[src/rtl/keyframe_segment_locate_unit_macros.svh]
// assertion helpers shared by the keyframe locate modules
`ifndef KEYFRAME_SEGMENT_LOCATE_UNIT_MACROS_SVH
`define KEYFRAME_SEGMENT_LOCATE_UNIT_MACROS_SVH

// same-cycle implication, checked outside reset
`define KSL_ASSERT_NOW(lbl, ante, cons) \
  lbl: assert property (@(posedge clk) disable iff (!rst_n) (ante) |-> (cons)) \
    else $error("keyframe locate check failed");

// next-cycle implication, checked outside reset
`define KSL_ASSERT_NEXT(lbl, ante, cons) \
  lbl: assert property (@(posedge clk) disable iff (!rst_n) (ante) |=> (cons)) \
    else $error("keyframe locate check failed");

`endif

[src/rtl/ksl_pkg.sv]
package ksl_pkg;

  // field widths of the stream payloads
  localparam int unsigned KeyIdxW   = 6;
  localparam int unsigned KeyW      = 32;
  localparam int unsigned CountW    = 7;
  localparam int unsigned AlphaW    = 16;
  localparam int unsigned InDataW   = 72;
  localparam int unsigned OutDataW  = 32;
  localparam int unsigned DivSteps  = 16;

  // opcode carried in tuser
  localparam logic OpLoad  = 1'b0;
  localparam logic OpQuery = 1'b1;

  typedef enum logic [2:0] {
    ST_IDLE,
    ST_PROBE,
    ST_CMP,
    ST_FETCH_HI,
    ST_FETCH_LO,
    ST_CHECK,
    ST_DIV,
    ST_FINISH
  } ksl_state_t;

  // controller to datapath
  typedef struct packed {
    logic accept;
    logic probe_rd;
    logic probe_upd;
    logic rd_hi;
    logic rd_lo;
    logic check;
    logic div_step;
    logic out_load;
  } ksl_cmd_t;

  // datapath to controller
  typedef struct packed {
    logic count_zero;
    logic up_valid;
    logic range_ok;
  } ksl_status_t;

endpackage

[src/rtl/ksl_datapath.sv]
`include "keyframe_segment_locate_unit_macros.svh"

module ksl_datapath #(
  parameter int MAX_KEYS = 64
) (
  input  logic                            clk,
  input  logic                            rst_n,
  input  ksl_pkg::ksl_cmd_t               cmd,
  output ksl_pkg::ksl_status_t            status,
  input  logic                            cfg_valid,
  input  logic [ksl_pkg::CountW-1:0]      cfg_data,
  input  logic [ksl_pkg::InDataW-1:0]     in_tdata,
  input  logic                            in_tuser,
  output logic [ksl_pkg::OutDataW-1:0]    out_tdata
);
  import ksl_pkg::*;

  localparam int IW = $clog2(MAX_KEYS);
  localparam int CW = $clog2(MAX_KEYS + 1);

  // request fields
  logic [KeyIdxW-1:0]     in_key_index;
  logic signed [KeyW-1:0] in_key_value;
  logic signed [KeyW-1:0] in_frame;

  assign in_key_index = in_tdata[KeyIdxW-1:0];
  assign in_key_value = in_tdata[KeyIdxW+KeyW-1:KeyIdxW];
  assign in_frame     = in_tdata[KeyIdxW+2*KeyW-1:KeyIdxW+KeyW];

  logic [CountW-1:0]      key_count_r;
  logic [KeyW-1:0]        key_mem [MAX_KEYS];
  logic [KeyW-1:0]        rdata_r;
  logic signed [KeyW-1:0] frame_r;
  logic signed [KeyW-1:0] hi_r;
  logic [CW-1:0]          n_r;
  logic [CW-1:0]          first_r;
  logic [CW-1:0]          count_r;
  logic                   query_r;
  logic                   ok_r;
  logic [KeyW-1:0]        rem_r;
  logic [KeyW-1:0]        den_r;
  logic [AlphaW-1:0]      quo_r;
  logic [OutDataW-1:0]    out_data_r;

  // key count register, to be written only while idle (the block does not enforce it)
  always_ff @(posedge clk) begin
    if (!rst_n) begin
      key_count_r <= '0;
    end else if (cfg_valid) begin
      key_count_r <= cfg_data;
    end
  end

  // count clamped to the table depth
  logic [CW-1:0] n_eff;
  assign n_eff = (int'(key_count_r) > MAX_KEYS) ? CW'(MAX_KEYS) : CW'(key_count_r);

  // search probe position
  logic [CW-1:0] half;
  logic [CW-1:0] probe;
  assign half  = count_r >> 1;
  assign probe = first_r + half;

  // table write on load requests
  logic          wr_en;
  logic [IW-1:0] wr_addr;
  assign wr_en   = cmd.accept && (in_tuser == OpLoad) && (int'(in_key_index) < MAX_KEYS);
  assign wr_addr = IW'(in_key_index);

  // one read port, address picked by the controller step
  logic          rd_en;
  logic [IW-1:0] rd_addr;
  assign rd_en = cmd.probe_rd || cmd.rd_hi || cmd.rd_lo;
  always_comb begin
    if (cmd.probe_rd) begin
      rd_addr = probe[IW-1:0];
    end else if (cmd.rd_hi) begin
      rd_addr = first_r[IW-1:0];
    end else begin
      rd_addr = IW'(first_r - CW'(1));
    end
  end

  // key table memory
  always_ff @(posedge clk) begin
    if (wr_en) begin
      key_mem[wr_addr] <= in_key_value;
    end
    if (rd_en) begin
      rdata_r <= key_mem[rd_addr];
    end
  end

  // bracket check and divider operands
  logic signed [KeyW-1:0] lo_key;
  logic [KeyW:0]          num_ext;
  logic [KeyW:0]          den_ext;
  assign lo_key  = $signed(rdata_r);
  assign num_ext = {frame_r[KeyW-1], frame_r} - {lo_key[KeyW-1], lo_key};
  assign den_ext = {hi_r[KeyW-1], hi_r} - {lo_key[KeyW-1], lo_key};

  // restoring divide step
  logic [KeyW:0] rem_sh;
  logic          rem_ge;
  assign rem_sh = {rem_r, 1'b0};
  assign rem_ge = rem_sh >= {1'b0, den_r};

  // search, fetch and divide registers
  always_ff @(posedge clk) begin
    if (cmd.accept) begin
      frame_r <= in_frame;
      n_r     <= n_eff;
      first_r <= '0;
      count_r <= (in_tuser == OpQuery) ? n_eff : '0;
      query_r <= (in_tuser == OpQuery);
      ok_r    <= 1'b0;
      quo_r   <= '0;
    end
    if (cmd.probe_upd) begin
      if (!(frame_r < $signed(rdata_r))) begin
        first_r <= probe + CW'(1);
        count_r <= count_r - half - CW'(1);
      end else begin
        count_r <= half;
      end
    end
    if (cmd.rd_lo) begin
      hi_r <= $signed(rdata_r);
    end
    if (cmd.check) begin
      ok_r  <= status.range_ok;
      rem_r <= num_ext[KeyW-1:0];
      den_r <= den_ext[KeyW-1:0];
    end
    if (cmd.div_step) begin
      rem_r <= rem_ge ? KeyW'(rem_sh - {1'b0, den_r}) : rem_sh[KeyW-1:0];
      quo_r <= {quo_r[AlphaW-2:0], rem_ge};
    end
  end

  // status back to the controller
  assign status.count_zero = (count_r == '0);
  assign status.up_valid   = (first_r != '0) && (first_r < n_r);
  assign status.range_ok   = (lo_key <= frame_r) && (frame_r < hi_r);

  // result packing into the output register
  logic [CountW-1:0] up_idx;
  logic [CountW-1:0] lo_idx;
  assign up_idx = query_r ? CountW'(first_r) : '0;
  assign lo_idx = query_r ? (up_idx - CountW'(1)) : '0;

  always_ff @(posedge clk) begin
    if (cmd.out_load) begin
      out_data_r <= {1'b0, ok_r, (ok_r ? quo_r : AlphaW'(0)), lo_idx, up_idx};
    end
  end

  assign out_tdata = out_data_r;

  `KSL_ASSERT_NOW(a_probe_in_table, cmd.probe_rd, probe < n_r)
  `KSL_ASSERT_NOW(a_fetch_in_table, cmd.rd_hi, (first_r != '0) && (first_r < n_r))
  `KSL_ASSERT_NOW(a_rem_below_den, cmd.div_step, rem_r < den_r)

endmodule

[src/rtl/ksl_controller.sv]
`include "keyframe_segment_locate_unit_macros.svh"

module ksl_controller (
  input  logic                 clk,
  input  logic                 rst_n,
  input  logic                 in_tvalid,
  output logic                 in_tready,
  input  logic                 in_tuser,
  output logic                 out_tvalid,
  input  logic                 out_tready,
  output ksl_pkg::ksl_cmd_t    cmd,
  input  ksl_pkg::ksl_status_t status
);
  import ksl_pkg::*;

  localparam int DW = $clog2(DivSteps);

  ksl_state_t    state_r;
  ksl_state_t    state_nxt;
  logic [DW-1:0] div_cnt_r;
  logic          out_valid_r;
  logic          out_free;
  logic          accept;

  assign out_free = !out_valid_r || out_tready;
  assign accept   = in_tvalid && in_tready;

  // next state
  always_comb begin
    state_nxt = state_r;
    case (state_r)
      ST_IDLE: begin
        if (in_tvalid) begin
          state_nxt = (in_tuser == OpQuery) ? ST_PROBE : ST_FINISH;
        end
      end
      ST_PROBE: begin
        state_nxt = status.count_zero ? ST_FETCH_HI : ST_CMP;
      end
      ST_CMP: begin
        state_nxt = ST_PROBE;
      end
      ST_FETCH_HI: begin
        state_nxt = status.up_valid ? ST_FETCH_LO : ST_FINISH;
      end
      ST_FETCH_LO: begin
        state_nxt = ST_CHECK;
      end
      ST_CHECK: begin
        state_nxt = status.range_ok ? ST_DIV : ST_FINISH;
      end
      ST_DIV: begin
        if (div_cnt_r == DW'(DivSteps - 1)) begin
          state_nxt = ST_FINISH;
        end
      end
      ST_FINISH: begin
        if (out_free) begin
          state_nxt = ST_IDLE;
        end
      end
      default: begin
        state_nxt = ST_IDLE;
      end
    endcase
  end

  // commands
  always_comb begin
    cmd       = '0;
    in_tready = 1'b0;
    case (state_r)
      ST_IDLE: begin
        in_tready  = 1'b1;
        cmd.accept = in_tvalid;
      end
      ST_PROBE: begin
        cmd.probe_rd = !status.count_zero;
      end
      ST_CMP: begin
        cmd.probe_upd = 1'b1;
      end
      ST_FETCH_HI: begin
        cmd.rd_hi = status.up_valid;
      end
      ST_FETCH_LO: begin
        cmd.rd_lo = 1'b1;
      end
      ST_CHECK: begin
        cmd.check = 1'b1;
      end
      ST_DIV: begin
        cmd.div_step = 1'b1;
      end
      ST_FINISH: begin
        cmd.out_load = out_free;
      end
      default: begin
        cmd = '0;
      end
    endcase
  end

  // state, divide counter and output valid
  always_ff @(posedge clk) begin
    if (!rst_n) begin
      state_r     <= ST_IDLE;
      div_cnt_r   <= '0;
      out_valid_r <= 1'b0;
    end else begin
      state_r <= state_nxt;
      if (state_r == ST_DIV) begin
        div_cnt_r <= div_cnt_r + DW'(1);
      end else begin
        div_cnt_r <= '0;
      end
      if (cmd.out_load) begin
        out_valid_r <= 1'b1;
      end else if (out_tready) begin
        out_valid_r <= 1'b0;
      end
    end
  end

  assign out_tvalid = out_valid_r;

  `KSL_ASSERT_NOW(a_load_only_when_free, cmd.out_load, !out_valid_r || out_tready)
  `KSL_ASSERT_NEXT(a_one_request_at_a_time, accept, !in_tready)
  `KSL_ASSERT_NOW(a_div_full_length, (state_r == ST_DIV) && (state_nxt == ST_FINISH),
                  div_cnt_r == DW'(DivSteps - 1))

endmodule

[src/rtl/keyframe_segment_locate_unit.sv]
// keyframe segment locate unit
// channels: cfg_valid/cfg_ready/cfg_data writes key_count (always ready);
//   in_* carries load and query requests, in_tuser is the opcode
//   (0 loads key_value into slot key_index, 1 queries frame);
//   out_* carries one result per request.
// a query runs an upper-bound binary search over the first key_count
// keys, reads the two bracketing keys and divides (frame - lower key)
// by (upper key - lower key) into a 16-bit fraction, one bit a cycle.
// steps: a load goes straight to loading its result. a query runs P
//   search probes (at most ceil(log2(key_count + 1))), each a table read
//   and a compare, then fetches and checks the keys when both exist,
//   divides when the frame lies between them and loads the result. the
//   single read port of the key table splits each probe into read and
//   compare, and the divider is serial.
// one request is in work at a time; the next is taken once the result of
// the previous one sits in the output register, even if not yet taken.
// if out_tready stays low, the result holds and the unit stalls at the end
// of the following request.
// reset clears key_count, the controller and out_tvalid; key table entries
// keep whatever was written and read undefined until loaded.
module keyframe_segment_locate_unit #(
  parameter int MAX_KEYS = 64
) (
  input  logic                         clk,
  input  logic                         rst_n,
  input  logic                         cfg_valid,
  output logic                         cfg_ready,
  input  logic [ksl_pkg::CountW-1:0]   cfg_data,
  input  logic                         in_tvalid,
  output logic                         in_tready,
  // key_index[5:0], key_value[37:6], frame[69:38], zero[71:70]
  input  logic [ksl_pkg::InDataW-1:0]  in_tdata,
  // opcode[0]
  input  logic                         in_tuser,
  output logic                         out_tvalid,
  input  logic                         out_tready,
  // upper_index[6:0], lower_index[13:7], alpha[29:14], in_range[30], zero[31]
  output logic [ksl_pkg::OutDataW-1:0] out_tdata
);
  import ksl_pkg::*;

  ksl_cmd_t    cmd;
  ksl_status_t status;

  assign cfg_ready = 1'b1;

  // sequencing of search, fetch and divide
  ksl_controller u_ctrl (
    .clk        (clk),
    .rst_n      (rst_n),
    .in_tvalid  (in_tvalid),
    .in_tready  (in_tready),
    .in_tuser   (in_tuser),
    .out_tvalid (out_tvalid),
    .out_tready (out_tready),
    .cmd        (cmd),
    .status     (status)
  );

  // key table, search registers and divider
  ksl_datapath #(
    .MAX_KEYS (MAX_KEYS)
  ) u_dp (
    .clk       (clk),
    .rst_n     (rst_n),
    .cmd       (cmd),
    .status    (status),
    .cfg_valid (cfg_valid),
    .cfg_data  (cfg_data),
    .in_tdata  (in_tdata),
    .in_tuser  (in_tuser),
    .out_tdata (out_tdata)
  );

endmodule
[config.mk]
export PLATFORM = sky130hd
export DESIGN_NAME = keyframe_segment_locate_unit
export DESIGN_NICKNAME = d
export VERILOG_FILES = /design/src/rtl/ksl_pkg.sv /design/src/rtl/ksl_datapath.sv /design/src/rtl/ksl_controller.sv /design/src/rtl/keyframe_segment_locate_unit.sv
export VERILOG_INCLUDE_DIRS = /design/src /design/src/rtl
export SDC_FILE = /design/constraint.sdc
export NUM_CORES = 2
export LEC_CHECK = 0
export ABC_AREA = 0
export BUFFER_PORTS_ARGS = -buffer_cell sky130_fd_sc_hd__buf_2
export CAP_MARGIN = 20
export CORE_ASPECT_RATIO = 1.1
export CORE_MARGIN = 3
export CORE_UTILIZATION = 50
export DETAILED_ROUTE_END_ITERATION = 8
export GPL_TIMING_DRIVEN = 1
export HOLD_SLACK_MARGIN = 0.03
export MAX_ROUTING_LAYER = met4
export PLACE_DENSITY = 0.66
export SLEW_MARGIN = 20
export SYNTH_ARGS = -nofsm -noshare
export SYNTH_HDL_FRONTEND = slang
export SYNTH_SLANG_ARGS = --single-unit
[constraint.sdc]
create_clock -name clk -period 11.7 [get_ports clk]
set_input_delay 0.585 -clock clk [delete_from_list [all_inputs] [get_ports clk]]
set_output_delay 0.585 -clock clk [all_outputs]
set_load 0.1 [all_outputs]
Word level (Yosys, flattened, before mapping):

Memories as Yosys holds them, arrays and structs flattened. A register that Yosys moved wholly into a read port is not among the register bits.
Cells that the tools add are included.

* add/sub/neg operators: 10
* order comparisons: 6
* equality and inequality tests: 11
* muxes and demuxes: 39
* bitwise gates (word level): 1
* reductions and logical operators: 18

Operators by type and width (count)
* 2-to-1 mux 32 bit: 3
* subtractor 32 bit: 3
* less-than comparator 32 bit: 2
* 2-to-1 mux 7 bit: 9
* >= comparator 33 x 32 -> 1 bit: 1
* less-or-equal comparator 32 bit: 1
* 2-to-1 mux 16 bit: 2
* one-hot mux 3 bit (8 select lines): 1
* 2-to-1 mux 1 bit: 17
* subtractor 7 x 1 -> 7 bit (second input constant): 2
* == test 3 bit (second input constant): 4
* 2-to-1 mux 3 bit: 4
* 2-to-1 mux 6 bit: 2
* nonzero test 2 bit: 5
* adder 7 x 1 -> 7 bit (second input constant): 1
* adder 7 x 6 -> 7 bit: 1
* greater-than comparator 7 bit (second input constant): 1
* logical NOT 7 bit: 1
* less-than comparator 7 bit: 1
* nonzero test 7 bit: 1
* subtractor 7 x 6 -> 7 bit: 1
* == test 3 x 2 -> 1 bit (second input constant): 2
* subtractor 6 x 1 -> 6 bit (second input constant): 1
* adder 4 x 1 -> 4 bit (second input constant): 1
* other kinds (12): 18

* register bits after elaboration: 213
* memory bits (writable): 2048
* bits of input ports: 85
* output and inout port bits: 35
* logic and storage cells: 103
* memories: 1

Memories
* u_dp.key_mem: words 64, width 32, read ports 1, clocked after Yosys merged registers in 1, write ports 1, RTL line ksl_datapath.sv:31 `logic [KeyW-1:0] key_mem [MAX_KEYS];`

Depth between registers and ports, before layout:

* depth after elaboration: 5
* depth in mapped cells: 17
* depth with buffers taken out: 13

Hierarchy:

Synthesis repeated with hierarchy kept, for this count alone.

* cell total of the unflattened synthesis: 4977
* area total of the unflattened synthesis: 94668.3 sq um

Modules (own cells, without submodules)
* ksl_datapath: instances 1, cells an instance 4923, area an instance 94184.1 sq um, seq. area each 68475.7 sq um
* ksl_controller: instances 1, cells an instance 52, area an instance 473.0 sq um, seq. area each 160.2 sq um
* keyframe_segment_locate_unit: instances 1, cells an instance 2, area an instance 11.3 sq um, seq. area each 0.0 sq um

Worst setup path after synthesis:

Ideal clock, no wire load.

* kind: reg-to-reg
* from: reg u_ctrl.state_r[2]
* to: reg u_dp.rdata_r[0], in the netlist u_dp.lo_key[0], read port of u_dp.key_mem, enable pin
* setup time: 0.395 ns
* arrival time: 4.088 ns
* data required time: 11.305 ns
* path slack: 7.216 ns
* stages on the path, launching flop included: 4
* path buffers: 1
* period minus slack after synthesis: 4.484 ns
* cell sequence: dfxtp_1 > clkbuf_1 > nor3b_1 > nand3b_1

* cells in the longest elaborated chain, start to end: 4
* elaborated cells on any way between the ends: 10
* those cells by class: 3 x eq/ne; 5 x mux; 2 x reduce/logical

RTL lines
* from (decl): RTL line ksl_controller.sv:18 `ksl_state_t state_r;`
* from (signal assigned): RTL line ksl_controller.sv:111 `state_r <= state_nxt;`
* == test 3 x 1 -> 1 bit / == test 3 x 2 -> 1 bit (equally long branches): RTL line ksl_controller.sv:72 `case (state_r)`
* 2-to-1 mux 1 bit: RTL line ksl_controller.sv:72
* logical OR 1 bit: RTL line ksl_datapath.sv:73 `assign rd_en = cmd.probe_rd || cmd.rd_hi || cmd.rd_lo;`
* logical OR 1 bit (*): RTL line ksl_datapath.sv:73
* named net u_dp.rd_en: RTL line ksl_datapath.sv:71 `logic rd_en;`
* to (decl): RTL line ksl_datapath.sv:32 `logic [KeyW-1:0] rdata_r;`

The timed path passes the listed nets; every way through them passes the cells marked *.
A chain may end at the register's enable or synchronous reset.

Final worst setup path:

* from: reg u_dp.count_r[2]
* to: reg u_dp.rdata_r[11], in the netlist u_dp.lo_key[11], read port of u_dp.key_mem (data pin)

* cells in the longest elaborated chain, start to end: 5
* elaborated cells on any way between the ends: 7
* those cells by class: 1 x add/sub; 2 x mux; 4 x reduce/logical

RTL lines
* from (decl): RTL line ksl_datapath.sv:37 `logic [CW-1:0] count_r;`
* from (signal assigned): RTL line ksl_datapath.sv:114 `count_r <= (in_tuser == OpQuery) ? n_eff : '0;`
* from (signal assigned): RTL line ksl_datapath.sv:122 `count_r <= count_r - half - CW'(1);`
* from (signal assigned): RTL line ksl_datapath.sv:124 `count_r <= half;`
* parallel branches: the longest is 5 deep, another holds adder 7 x 6 -> 7 bit

Parallel ways; which one is timed is not known.

==> flow_summary.toml <==
[sta]
worst_pin_slew_ns = 1.13
fmax_mhz = 148
finalWorstSetupSlack_ns = 4.94
setup_viol = 0
setup_tns_ns = 0
drv_slew = 0
relSlewSlack_pct = 24.4
finalHoldViolCount = 0
fin_worst_skew_ns = 0.0307
fin_crit_ns = 6.76
rsz0062_at_grt = "no"
period_share_pct = 57.8

[yosys]
syn_inst = 7426
async_flop_share_pct = 0
synth_top_cell_by_area = "edfxtp_1"
synth.area.top_cells = "edfxtp_1, nand2_1, nand3_1"
synth-seq-area-share_pct = 71.2
synth_edf_count = 2271
yosys.area.top_type_share_pct = 70.8
syn_area_mm2 = 0.0964
avgSynthCellArea_um2 = 13.0
synthFlopType = "edfxtp_1"
ys_ff_latch = 2293
synth_cell_types = 80
syn_nets = 7667
yosys_warnings = 0

[status]
status = "complete, but fails checks"
violations = "antenna rules"

[global_route]
grt_max_degree = 208
antenna_found_initial = 21
grt_usage_pct = 26.7
grt_first_pass_wirelength_mm = 383
globalRouteOverflowTotal = 0
grt_pass1_vias = 58900

[power]
p_sw_share_pct = 43.5
powerDensity_mw_per_mm2 = 296
p_comb_share_pct = 47.1
worst_ir_drop_vdd_uv = 388
leakage_uw = 0.0371
clockPowerShare_pct = 21.9
p_int_uw = 18000
switching_power_uw = 13900
p_seq_share_pct = 31.0

[worst_setup_path]
ff2ff_path_depth = 15
worstPathCellList = "inv_1 > ha_1 > and4b_1 > nor3b_2 > nor2_1 > mux2i_4 > buf_4 > nand2_8 > buf_12 > buf_12 > a211oi_1 > a311oi_1 > o21ai_0 > nand4_1 > or3_1"
cpPeakStageDelay_ns = 0.69
worst_setup_path_start_kind = "flop"
reg2reg_to = "u_dp.lo_key[11]"
cp-end-kind = "flop"
worst-path-max-fanout = 158
crit_cells = 15
reg2reg_from = "u_dp.count_r[2]"
r2r_slack_ns = 4.94
arrival_ns = 7.34
worstSetupStartpoint = "u_dp.count_r[2]"
required_ns = 12.28
cpMostUsedCell = "buf_12"
crit_end = "u_dp.lo_key[11]"
setup.worst_path.class = "reg2reg"
cp_slowest_cell = "nor3b_2"
path_delay_family = "simple AND/OR/NAND/NOR gates"
crit_buf_inv = 4

[placed_design]
dp_hpwl_mm = 137
place.port_buffers = 115
gp_congestion = 0.841
dp.cells = 9763
pre_cts_ws_ns = 5.14
place_area_mm2 = 0.0999

[cts]
cts_tree = "done"
clk_latency_ns = 0.86
clk_pin_slew_ns = 0.06
cts_root_buffer = "clkbuf_16"
htree_num_levels = 4
cts_setup_buffers = 0
clock_sinks = 2293
numCtsBuffers = 223
cts_buffer_depth = 3

[detailed_routing]
drtIter0Drc = 7539
drc = 0
vias_per_cell = 6.09
wl_mm = 262
drtAntennaViolNets = 1
drtPass1Iterations = 6
post_drt_wl_per_cell_um = 25.6
routed-via-count = 62300

[worst_hold_path]
hold_start = "rst_n"
hold_depth = 2
hp-class = "in2reg"

[finish]
syn_to_final_growth_pct = 11.6
layoutNonFillerInstCount = 10200
drive_above_1_share_pct = 8.82
design_area_mm2 = 0.108
fin_nets = 7720

[floorplan]
rows = 168
io_pins = 120
initial_core_util_pct = 50.4
die_x_um = 425
die_y_um = 466
core_area_mm2 = 0.191
die_area_mm2 = 0.198

[flow_run]
max-cap-violations = 0
-- area by class of cell --
class	count	area, um^2
Clock buffer	270	5800
Inverter	141	529
Fill cell	15100	83600
Clock inverter	138	1290
Antenna cell	17	42.5
Timing Repair Buffer	288	2190
Sequential cell	2293	68600
Tap cell	2550	3190
Multi-Input combinational cell	4532	25800
-- registers in the layout (all words and copies together) (netlist names), 3 cells and up --
name              cells
u_ctrl.div_cnt_r      4
u_ctrl.state_r        3
u_dp.count_r          7
u_dp.den_r           32
u_dp.first_r          7
u_dp.frame_r         32
u_dp.hi_r            32
u_dp.key_count_r      7
u_dp.key_mem       2048
u_dp.lo_key          32
u_dp.n_r              7
u_dp.out_tdata       31
u_dp.quo_r           16
u_dp.rem_r           32
-- worst min-delay path by stage --
stage / end / slack [ns]
CTS: u_ctrl.out_tvalid / 0.04
detailed placement: u_dp.hi_r[30] / 0.43
global placement: u_ctrl.div_cnt_r[0] / 0.43
floorplan: u_ctrl.div_cnt_r[0] / 0.42
global route: u_dp.key_count_r[4] / 0.08
finish: u_ctrl.out_tvalid / 0.11
-- cell families after synthesis --
family,Yosys count,share of synthesized area [%]
XOR/XNOR,98,0.891
other,2,0.00779
buffers and inverters,601,2.63
AO/OA/AOI/OAI,1090,7.77
AND/OR/NAND/NOR,3131,14.8
flip-flops,2293,71.2
multiplexers,55,0.591
adder cells (fa/ha/maj),156,2.06
-- power by group through the flow --
stage | clock network (uW) | logic, uW | registers (uW)
4_1_cts | 7060 | 14900 | 9900
6_report | 6970 | 15000 | 9890
2_1_floorplan | 0 | 10100 | 9980
3_5_place_dp | 0 | 14800 | 10100
5_1_grt | 7390 | 16300 | 9920
3_3_place_gp | 0 | 14600 | 10100
-- worst reg2reg max path: stages, from the launching register on --
cell      delay, ns
edfxtp_1       0.47
inv_1          0.14
ha_1           0.21
and4b_1        0.21
nor3b_2        0.69
nor2_1         0.26
mux2i_4        0.32
buf_4          0.68
nand2_8        0.55
buf_12         0.51
buf_12         0.49
a211oi_1       0.58
a311oi_1       0.09
o21ai_0        0.28
nand4_1        0.48
or3_1          0.54
-- per-stage QoR --
stage / utilization [%] / hold slack [ns] / total power [uW]
3_3_place_gp: 52.3 / 0.429 / 24600
3_5_place_dp: 52.3 / 0.434 / 24900
4_1_cts: 56.2 / 0.0388 / 31800
5_1_grt: 56.3 / 0.0770 / 33700
2_1_floorplan: - / 0.418 / 20000
6_report: 56.3 / 0.107 / 31900
-- cells in the final DEF, fill, tap and decap left out, drive strengths merged, types with 7 or more instances in the layout --
master	Yosys	final
o31a	18	18
a21oi	188	188
o211ai	19	19
o21a	21	21
nand2b	27	27
a21o	53	53
a311oi	203	203
mux2i	50	50
nand2	1650	1650
clkbuf	239	270
nor2	145	145
edfxtp	2271	2271
o22ai	29	29
xor2	29	29
o21bai	15	15
ha	151	151
a211oi	258	258
o31ai	8	8
nand3	746	746
nor3	36	36
nor2b	44	44
or3	37	37
dfxtp	22	22
inv	141	152
nor4	13	13
and2	43	43
xnor2	69	69
diode	0	17
and3	264	264
o2111ai	7	7
clkinv	0	104
o21ai	208	208
a31oi	26	26
nand4	94	94
buf	221	249
bufinv	0	17
dlygate4sd3	0	39
-- metal layers --
layer | share of wire [%] | track usage (%) | vias up
met5 | 0 | - | -
met4 | 2.8 | 7.77 | 0
met3 | 8.8 | 4.03 | 496
met2 | 48 | 42.6 | 2889
met1 | 40 | 35.7 | 31000
li1 | - | - | 27900
-- synth_stat cells (all sizes together) (43+ instances only) --
cell and n:
nand3 746, o21ai 208, xnor2 69, nor2b 44
a21o 53, nand4 94, inv 141, and2 43
nand2 1650, edfxtp 2271, ha 151, mux2i 50
a211oi 258, a21oi 188, a311oi 203, clkbuf 239
buf 221, and3 264, nor2 145
-- repair_timing --
item | 4_1_cts | 5_1_grt
hold endpoints to repair | 39 | 0
hold buffers | 39 | 0
resized for setup | 0 | 0
(Power assumes the default switching activity.)
